## src/gbc_pkg.sv

```systemverilog
// ----------------------------------------------------------------------------
// gbc_pkg
// Types, constants and helpers shared by the gyro bias calibration block.
// ----------------------------------------------------------------------------
package gbc_pkg;

  localparam int MAX_AXES  = 3;
  localparam int LEN_W     = 16;
  localparam int THR_W     = 10;
  localparam int SUM_W     = 32;
  localparam int SQ_W      = 48;
  localparam int LIM_W     = 52;
  localparam int QUO_W     = 32;
  localparam int DIV_CNT_W = 5;

  localparam logic [LEN_W-1:0] LEN_RESET = 16'd1000;
  localparam logic [THR_W-1:0] THR_RESET = 10'd32;

  typedef logic signed [15:0] gbc_word_t;

  typedef enum logic [0:0] {
    REG_LEN = 1'b0,
    REG_THR = 1'b1
  } gbc_reg_t;

  typedef enum logic [2:0] {
    ST_IDLE,
    ST_MUL,
    ST_SUB,
    ST_CHECK,
    ST_DIV,
    ST_DONE
  } gbc_state_t;

  typedef struct packed {
    logic load;
    logic clear;
    logic mul;
    logic sub;
    logic div_start;
    logic div_step;
    logic sums_clear;
  } gbc_lane_ctrl_t;

  typedef struct packed {
    logic             over;
    logic             neg;
    logic [QUO_W-1:0] quo;
  } gbc_lane_stat_t;

  typedef struct packed {
    gbc_word_t [MAX_AXES-1:0] bias;
    logic                     restarted;
    logic                     calibrating;
    gbc_word_t [MAX_AXES-1:0] rate;
  } gbc_result_t;

  function automatic gbc_word_t sat_diff(input gbc_word_t a, input gbc_word_t b);
    logic signed [16:0] d;
    d = 17'(a) - 17'(b);
    if (d > 17'sd32767) begin
      return 16'sh7fff;
    end else if (d < -17'sd32768) begin
      return 16'sh8000;
    end else begin
      return gbc_word_t'(d[15:0]);
    end
  endfunction

endpackage

```

## src/gbc_merge.sv

```systemverilog
// ----------------------------------------------------------------------------
// gbc_merge
// Combines the lane results: stillness verdict and saturated biases.
// ----------------------------------------------------------------------------
module gbc_merge #(
  parameter int AXES = 3
) (
  input  gbc_pkg::gbc_lane_stat_t lane_stat [AXES],
  input  logic                    thr_en,
  output logic                    moved,
  output gbc_pkg::gbc_word_t      bias [gbc_pkg::MAX_AXES]
);
  import gbc_pkg::*;

  always_comb begin
    moved = 1'b0;
    for (int a = 0; a < MAX_AXES; a++) begin
      bias[a] = '0;
      if (a < AXES) begin
        moved = moved | lane_stat[a].over;
        if (!lane_stat[a].neg) begin
          bias[a] = (lane_stat[a].quo > 32'd32767) ? 16'sh7fff
                                                    : gbc_word_t'(lane_stat[a].quo[15:0]);
        end else begin
          bias[a] = (lane_stat[a].quo > 32'd32768) ? 16'sh8000
                                                    : gbc_word_t'(-lane_stat[a].quo[15:0]);
        end
      end
    end
    moved = moved & thr_en;
  end

endmodule

```

## config.mk

```make
export PLATFORM = sky130hd
export DESIGN_NAME = gbc_merge
export DESIGN_NICKNAME = d
export VERILOG_FILES = /design/src/gbc_pkg.sv /design/src/gbc_merge.sv
export SDC_FILE = /design/constraint.sdc
export NUM_CORES = 1
export LEC_CHECK = 0
export BUFFER_PORTS_ARGS = -buffer_cell sky130_fd_sc_hd__buf_2
export CAP_MARGIN = 20
export CORE_UTILIZATION = 41
export DETAILED_ROUTE_END_ITERATION = 10
export PLACE_DENSITY = 0.93
export SLEW_MARGIN = 30
export SYNTH_ARGS = -nofsm -noshare
export SYNTH_HDL_FRONTEND = slang
export SYNTH_SLANG_ARGS = --single-unit
export TNS_END_PERCENT = 50
```

## constraint.sdc

```tcl
create_clock -name vclk -period 2.8
set_input_delay 0.14 -clock vclk [all_inputs]
set_output_delay 0.14 -clock vclk [all_outputs]
set_load 0.05 [all_outputs]
```

==> flow_summary.ini, run 1 <==
[outcome]
status = finished, final reports clean

[worst_setup_path]
cp_data_arrival_time_ps = 2540
critical_path_fanouts_max = 12
cp.required_ps = 2660
crit_path_start_kind = primary input
critical_path_class = primary input to primary output
setup.worst_path.end_class = primary output

[floorplanning]
io-pin-count = 152
core-area_sq_um = 4086
die_area_sq_um = 4623
fp-row-count = 23
die_width_microns = 67.99
die-height_microns = 67.99
initial_util_pct = 43.69

[place]
numPlacedInstances = 487
routabilityCongestion = 0.9528
dp_hpwl_mm = 5.780
io_buffer_count = 152

[route]
drt_iter0_drc = 281
drc = 0
detail-route-antenna-nets = 0
drt_wl_total_mm = 7.174
route.detailed.wl_per_inst_microns = 14.73
firstDrtPassIters = 5
viasPerCell = 6.402
num_vias = 3118

[pwr]
internal-power_uw = 135.0
switching_share_pct = 68.87
pwr_density_cell_nw_per_um2 = 164.9
total_switching_power_uw = 298.8
p_leak_nw = 1.149
vdd.ir_drop.worst_mv = 0.1030
clock_power_share_pct = 0
power.combinational.fraction_pct = 100.0
sequentialPowerShare_pct = 0

[timing]
maxSlewHeadroom_pct = 70.38
maxClockFrequency_mhz = 372.9
post-route-period-util_pct = 95.77
final-hold-violation-count = 0
worst_tran_pin_value_ps = 440.3
timing.final.crit_period_ps = 2681
timing.final.setup_violations = 0
rsz0062_at_grt = no
report.final.slew_viol_count = 0

[synthesis]
synthesis.nets = 398
synth_warnings = 0
synth_cells = 292
synth.lib_cells_used.distinct = 52
synth_area_per_cell_sq_um = 6.115
synth_seq_area_share_pct = 0
post_synthesis_instance_area_sq_um = 1785

[grt]
first_global_vias = 2735
grt_start_max_net_pins = 18
busiest_layer = met2
grt_antenna_before_repair = 0
grt_remaining_overflow = 0
grtUsageTotal_pct = 28.24
use_met1_pct = 30.96
globalRouteMet3Util_pct = 1.500
grt_pass1_wl_mm = 10.64
met2_usage_pct = 56.62

[final_layout]
utilization_pct = 64.39
layout.cells.most_common = sky130_fd_sc_hd__buf_2
proportion_of_layout_cells_with_a_drive_suffix_above_1_pct = 41.19
final-instance-count-excl-fill = 487
most-common-layout-cells = 151 x sky130_fd_sc_hd__buf_2, 31 x sky130_fd_sc_hd__o21ai_0, 26 x sky130_fd_sc_hd__nand3_1, 24 x sky130_fd_sc_hd__nor4_1, 23 x sky130_fd_sc_hd__nor2_1
number_of_clock_buffers_in_the_layout = 0
numSequentialCells = 0
area_delta_synth_final_pct = 47.37
num-nets-final = 545
sequential_cell_area_sq_um = 0
num_antenna_cells = 0

[flow_run]
cap_violations = 0

[clock_tree]
cts_post_setup_buffers_inserted = 0

[worst_hold_path]
hold_path_class = primary input to primary output
path summary, 6_finish.rpt:
path	from	to	slack [ps]	depth (start not counted)
max	lane_stat[4]	bias[6]	120	7
min	thr_en	moved	670	3
synth_stat cells, types with 2 or more instances:
cell type | instances | area, sq um
sky130_fd_sc_hd__o31ai_1 | 4 | 30.03
sky130_fd_sc_hd__a21oi_1 | 14 | 70.07
sky130_fd_sc_hd__a221o_1 | 5 | 50.05
sky130_fd_sc_hd__nor2_1 | 23 | 86.33
sky130_fd_sc_hd__a31oi_1 | 5 | 31.28
sky130_fd_sc_hd__or3_1 | 13 | 81.33
sky130_fd_sc_hd__ha_1 | 3 | 37.54
sky130_fd_sc_hd__o21ai_0 | 31 | 155.2
sky130_fd_sc_hd__o311ai_0 | 8 | 70.07
sky130_fd_sc_hd__a21o_1 | 8 | 60.06
sky130_fd_sc_hd__nor3_1 | 21 | 105.1
sky130_fd_sc_hd__nand2_1 | 16 | 60.06
sky130_fd_sc_hd__nor4_1 | 24 | 150.1
sky130_fd_sc_hd__o21a_1 | 2 | 15.01
sky130_fd_sc_hd__nand2b_1 | 2 | 12.51
sky130_fd_sc_hd__or4_4 | 2 | 22.52
sky130_fd_sc_hd__and4_1 | 2 | 17.52
sky130_fd_sc_hd__nor4b_1 | 2 | 17.52
sky130_fd_sc_hd__xnor2_1 | 3 | 26.28
sky130_fd_sc_hd__or4_1 | 4 | 30.03
sky130_fd_sc_hd__nand4_1 | 6 | 37.54
sky130_fd_sc_hd__nor2b_1 | 2 | 12.51
sky130_fd_sc_hd__o211ai_1 | 2 | 15.01
sky130_fd_sc_hd__a211o_1 | 6 | 52.55
sky130_fd_sc_hd__o41ai_2 | 2 | 32.53
sky130_fd_sc_hd__nand3_1 | 26 | 130.1
sky130_fd_sc_hd__or2_2 | 3 | 18.77
sky130_fd_sc_hd__inv_1 | 15 | 56.30
sky130_fd_sc_hd__and3_1 | 3 | 18.77
sky130_fd_sc_hd__or3b_2 | 2 | 17.52
sky130_fd_sc_hd__clkbuf_1 | 12 | 45.04
final cells by class:
cell class	count	area [sq um]
fillers	371	1455
multi-input cells	262	1693
repair buffers	159	815.8
inverters	16	60.06
well taps	50	62.56
kinds of logic after synthesis:
| family | Yosys count | share of synthesized area [%] |
|---|---|---|
| buffers and inverters | 30 | 6.446 |
| xor gates and xnor gates | 3 | 1.472 |
| adders and majority gates | 3 | 2.103 |
| AOI/OAI and AO/OA | 97 | 39.24 |
| and+or+nand+nor | 159 | 50.74 |
power groups by stage:
stage | clock [mW] | combinational, mW | sequential, mW
2_1_floorplan | 0 | 0.263 | 0
3_3_place_gp | 0 | 0.420 | 0
3_5_place_dp | 0 | 0.427 | 0
4_1_cts | 0 | 0.429 | 0
5_1_grt | 0 | 0.461 | 0
6_report | 0 | 0.434 | 0
layer usage:
metal	vias up	part of all wire (%)
met4	0	2.0
met2	236	51
met5	-	0
met1	1392	38
met3	24	9.0
li1	1466	-
worst max-delay path, stage by stage:
cell and delay [ps]:
sky130_fd_sc_hd__buf_2 130, sky130_fd_sc_hd__or4_1 580, sky130_fd_sc_hd__o41ai_2 420, sky130_fd_sc_hd__nand3_1 360, sky130_fd_sc_hd__or3b_2 560, sky130_fd_sc_hd__nand3_1 100, sky130_fd_sc_hd__buf_2 260
per-stage QoR:
stage                     cell area, sq um  hold WS [ps]  TNS (ps)  power [mW]  setup WS (ps)
after floorplan                       1808         527.9     -1469      0.2635         -556.2
after global placement                2629         657.1         0      0.4204          240.9
after detailed placement              2629         672.6         0      0.4273          159.3
after CTS                             2629         673.1         0      0.4289          155.8
after global routing                  2631         688.7         0      0.4609          3.583
final                                 2631         670.9         0      0.4338          118.6
repair_timing:
item | 4_1_cts | 5_1_grt
setup endpoints to repair | 0 | 1
resized for setup | 0 | 1
hold buffers | 0 | 0
No activity file was read; power rests on OpenSTA's default activity.
==> run 2, diff against run 1 <==
--- a/config.mk
+++ b/config.mk
@@ -10,6 +10,7 @@
 export CORE_UTILIZATION = 41
 export DETAILED_ROUTE_END_ITERATION = 10
 export PLACE_DENSITY = 0.93
+export SETUP_SLACK_MARGIN = 0.2
 export SLEW_MARGIN = 30
 export SYNTH_ARGS = -nofsm -noshare
 export SYNTH_HDL_FRONTEND = slang
==> flow_summary.ini, run 2 (synthesized netlist as in run 1, its figures left out) <==
[outcome]
status = finished, final reports clean

[timing]
report.final.slew_viol_count = 0
timing.final.setup_violations = 0
timing.final.crit_period_ps = 2563
maxClockFrequency_mhz = 390.2
rsz0062_at_grt = yes
fin_worst_hold_slack_ps = 670.3
maxSlewHeadroom_pct = 66.37
final-hold-violation-count = 0
finalSetupTns_ps = 0
post-route-period-util_pct = 91.52
worst_tran_pin_value_ps = 497.5

[floorplanning]
initial_util_pct = 43.69
die-height_microns = 67.99
fp-row-count = 23
die_area_sq_um = 4623
core-area_sq_um = 4086
die_width_microns = 67.99
io-pin-count = 152

[pwr]
sequentialPowerShare_pct = 0
power.combinational.fraction_pct = 100.0
switching_share_pct = 68.64
internal-power_uw = 136.8
clock_power_share_pct = 0
p_leak_nw = 1.160
pwr_density_cell_nw_per_um2 = 164.7
vdd.ir_drop.worst_mv = 0.1017
total_switching_power_uw = 299.4

[route]
drt_wl_total_mm = 7.267
firstDrtPassIters = 6
route.detailed.wl_per_inst_microns = 14.83
drt_iter0_drc = 357
viasPerCell = 6.276
drc = 0
num_vias = 3075
detail-route-antenna-nets = 0

[clock_tree]
cts.hold.buffers_added = 0
cts_post_setup_buffers_inserted = 0

[final_layout]
number_of_clock_buffers_in_the_layout = 0
layout.cells.most_common = sky130_fd_sc_hd__buf_2
finalInstanceArea_sq_um = 2649
sequential_cell_area_sq_um = 0
num-nets-final = 547
final_layout_fill_cell_count = 371
numSequentialCells = 0
area_delta_synth_final_pct = 48.35
proportion_of_layout_cells_with_a_drive_suffix_above_1_pct = 41.23
most-common-layout-cells = 148 x sky130_fd_sc_hd__buf_2, 31 x sky130_fd_sc_hd__o21ai_0, 26 x sky130_fd_sc_hd__nand3_1, 24 x sky130_fd_sc_hd__nor4_1, 23 x sky130_fd_sc_hd__nor2_1

[worst_hold_path]
hold_path_class = primary input to primary output
holdPathEnd = moved
worst_hold_startpoint = thr_en
hold-path-cell-count = 3

[worst_setup_path]
cp.required_ps = 2660
cp_data_arrival_time_ps = 2420
setup.worst_path.end_class = primary output
critical_path_class = primary input to primary output
critical_path_fanouts_max = 6
crit_path_start_kind = primary input

[place]
routabilityCongestion = 0.9432
dpl_cell_area_sq_um = 2636
dp_hpwl_mm = 5.960
io_buffer_count = 152

[flow_run]
cap_violations = 0

[grt]
grt_antenna_before_repair = 1
grt_remaining_overflow = 0
first_global_vias = 2574
grt_start_max_net_pins = 18
grt_pass1_wl_mm = 10.94
grtUsageTotal_pct = 29.51
## run 2: cell type report
type	count	area (sq um)	area share, %
well taps	50	62.56	2.362
repair buffers	161	838.3	31.65
diodes	1	2.502	0.09447
multi-input cells	262	1685	63.63
inverters	16	60.06	2.267
## run 2: worst max path at each step
stage,startpoint,to,slack [ps],cells after the start
final,lane_stat[0],bias[12],240,10
after global placement,lane_stat[68],bias[43],250,9
after floorplan,lane_stat[68],bias[38],-150,6
after global routing,lane_stat[0],bias[12],160,10
after CTS,lane_stat[68],bias[43],170,9
after detailed placement,lane_stat[68],bias[40],160,9
## run 2: metal layers
layer / share of wire, % / vias to the layer above / global-route usage [%]
met2: 51 / 206 / 55.88
met1: 38 / 1378 / 33.11
met5: 0 / - / 0
met3: 8.9 / 22 / 4.500
li1: - / 1469 / -
met4: 1.8 / 0 / 9.115
## run 2: timing repair
item	CTS	global route
endpoints found under the setup margin	2	19
pin swaps	1	1
gates resized for setup	0	6
## run 2: stage by stage
| stage | worst slack [ps] | instances | total power, mW | utilization [%] |
|---|---|---|---|---|
| floorplan | -147.2 | 292 | 0.2634 | - |
| global placement | 253.2 | 489 | 0.4213 | 64.51 |
| detailed placement | 157.7 | 489 | 0.4294 | 64.51 |
| CTS | 174.5 | 489 | 0.4303 | 64.51 |
| global route | 161.0 | 490 | 0.4651 | 64.82 |
| finish | 237.5 | 490 | 0.4362 | 64.82 |
## run 2: power groups by stage
| stage | registers (mW) | clock network [mW] | logic (mW) |
|---|---|---|---|
| final | 0 | 0.0000000477 | 0.436 |
| after global routing | 0 | 0.0000000477 | 0.465 |
| after CTS | 0 | 0 | 0.430 |
| after detailed placement | 0 | 0 | 0.429 |
| after global placement | 0 | 0 | 0.421 |
| after floorplan | 0 | 0 | 0.263 |
## run 2: critical path, stage by stage
cell                      delay, ps
sky130_fd_sc_hd__buf_2          110
sky130_fd_sc_hd__inv_1           70
sky130_fd_sc_hd__ha_1           170
sky130_fd_sc_hd__or3b_2         480
sky130_fd_sc_hd__o41a_2         430
sky130_fd_sc_hd__nor2_1         360
sky130_fd_sc_hd__buf_4          210
sky130_fd_sc_hd__nand3_1         90
sky130_fd_sc_hd__nand3_1        110
sky130_fd_sc_hd__buf_2          260
==> run 3, diff against run 2 <==
==> constraint.sdc (replaced) <==
create_clock -name vclk -period 2.8
set_input_delay 0.28 -clock vclk [all_inputs]
set_output_delay 0.28 -clock vclk [all_outputs]
set_load 0.05 [all_outputs]
==> flow_summary.ini, run 3 (synthesized netlist as in run 1, its figures left out) <==
[outcome]
status = finished, violations left
violations = setup timing

[pwr]
pwr_density_cell_nw_per_um2 = 161.9
p_leak_nw = 1.408
totalPowerFinal_uw = 539.9
vdd.ir_drop.worst_mv = 0.09168

[floorplanning]
fp-row-count = 23
initial_util_pct = 43.69
io-pin-count = 152
die-height_microns = 67.99
die_area_sq_um = 4623
core-area_sq_um = 4086
die_width_microns = 67.99

[route]
drt_iter0_drc = 604
route.detailed.wl_per_inst_microns = 19.88
num_vias = 3535
drc = 0
firstDrtPassIters = 7
viasPerCell = 6.959
detail-route-antenna-nets = 0
drt_wl_total_mm = 10.10

[timing]
final-hold-violation-count = 0
maxSlewHeadroom_pct = 51.15
timing.final.crit_period_ps = 2925
fin_worst_hold_slack_ps = 931.2
finalSetupTns_ps = -236.4
post-route-period-util_pct = 104.5
maxClockFrequency_mhz = 341.9
rsz0062_at_grt = yes
report.final.slew_viol_count = 0
timing.final.setup_violations = 3
final.setup.worst_slack_ps = -124.7
worst_tran_pin_value_ps = 726.1

[place]
routabilityCongestion = 0.9500
place_worst_setup_slack_ps = 21.73
io_buffer_count = 152
dpl_cell_area_sq_um = 2839
dp_hpwl_mm = 6.182
numPlacedInstances = 499

[final_layout]
final_layout_fill_cell_count = 243
number_of_clock_buffers_in_the_layout = 0
proportion_of_layout_cells_with_a_drive_suffix_above_1_pct = 52.40
sequential_cell_area_sq_um = 0
finalInstanceArea_sq_um = 3336
num_antenna_cells = 0
final-instance-count-excl-fill = 508
area_delta_synth_final_pct = 86.83
numSequentialCells = 0
most-common-layout-cells = 117 x sky130_fd_sc_hd__buf_2, 29 x sky130_fd_sc_hd__buf_6, 26 x sky130_fd_sc_hd__buf_4, 25 x sky130_fd_sc_hd__o21ai_0, 23 x sky130_fd_sc_hd__nor4_1
utilization_pct = 81.63
layout.cells.most_common = sky130_fd_sc_hd__buf_2
num-nets-final = 566

[worst_hold_path]
holdPathEnd = bias[2]
worst_hold_startpoint = lane_stat[2]
hold_path_class = primary input to primary output
hold-path-cell-count = 3

[grt]
grt_pass1_wl_mm = 12.94
grt_start_max_net_pins = 18
first_global_vias = 2865
grtUsageTotal_pct = 35.30
grt_antenna_before_repair = 0
grt_remaining_overflow = 0

[worst_setup_path]
setup.worst_path.end_class = primary output
critical_path_fanouts_max = 6
crit_path_start_kind = primary input
critical_path_class = primary input to primary output
cp.required_ps = 2520
cp_data_arrival_time_ps = 2640

[clock_tree]
cts.hold.buffers_added = 0

[flow_run]
cap_violations = 0
## run 3: cell types whose count changed in the layout (fill, tap and decap cells not counted), moves of 7 or more
cell	delta
sky130_fd_sc_hd__buf_4	+15
sky130_fd_sc_hd__buf_6	+29
sky130_fd_sc_hd__buf_2	-31
sky130_fd_sc_hd__o311ai_4	+7
## run 3: how the worst max path moves through the flow
stage / from / cells past startpoint / to / slack [ps]
floorplan: lane_stat[68] / 7 / bias[46] / -190
global route: lane_stat[87] / 8 / bias[37] / -570
detailed placement: lane_stat[4] / 8 / bias[3] / 20
CTS: lane_stat[69] / 10 / bias[43] / 70
global placement: lane_stat[4] / 8 / bias[9] / 70
finish: lane_stat[97] / 8 / bias[41] / -120
## run 3: worst max-delay path, stage by stage
cell	delay (ps)
sky130_fd_sc_hd__buf_2	110
sky130_fd_sc_hd__nor4_1	650
sky130_fd_sc_hd__nand4_1	420
sky130_fd_sc_hd__buf_4	310
sky130_fd_sc_hd__nor3_1	260
sky130_fd_sc_hd__o21ai_0	230
sky130_fd_sc_hd__o311ai_4	170
sky130_fd_sc_hd__buf_6	210
## run 3: final cells by class
cell class / count / area [sq um] / area share, %
inverter: 16 / 67.56 / 2.026
multi-input combinational: 262 / 2001 / 59.98
tap: 50 / 62.56 / 1.875
timing repair buffer: 180 / 1205 / 36.12
## run 3: repair_timing
| item | 4_1_cts | 5_1_grt |
|---|---|---|
| pin swaps | 12 | 14 |
| buffers inserted | 5 | 3 |
| cloned | 0 | 1 |
| gates resized for setup | 57 | 79 |
| setup endpoints to repair | 41 | 37 |
## run 3: routing by layer
metal	part of all wire [%]	routed length (microns)	up-vias	global-route usage [%]
met5	0	0	-	0
met4	5.3	538	0	12.76
met3	12	1228	84	4.667
met2	48	4821	355	64.95
met1	35	3512	1583	40.82
li1	-	-	1513	-
## run 3: power by group
| group | internal (mW) | leakage [nW] | switching [mW] |
|---|---|---|---|
| registers | 0 | 0 | 0 |
| logic | 0.196 | 1.41 | 0.344 |
| clock network | 0 | 0 | 0 |
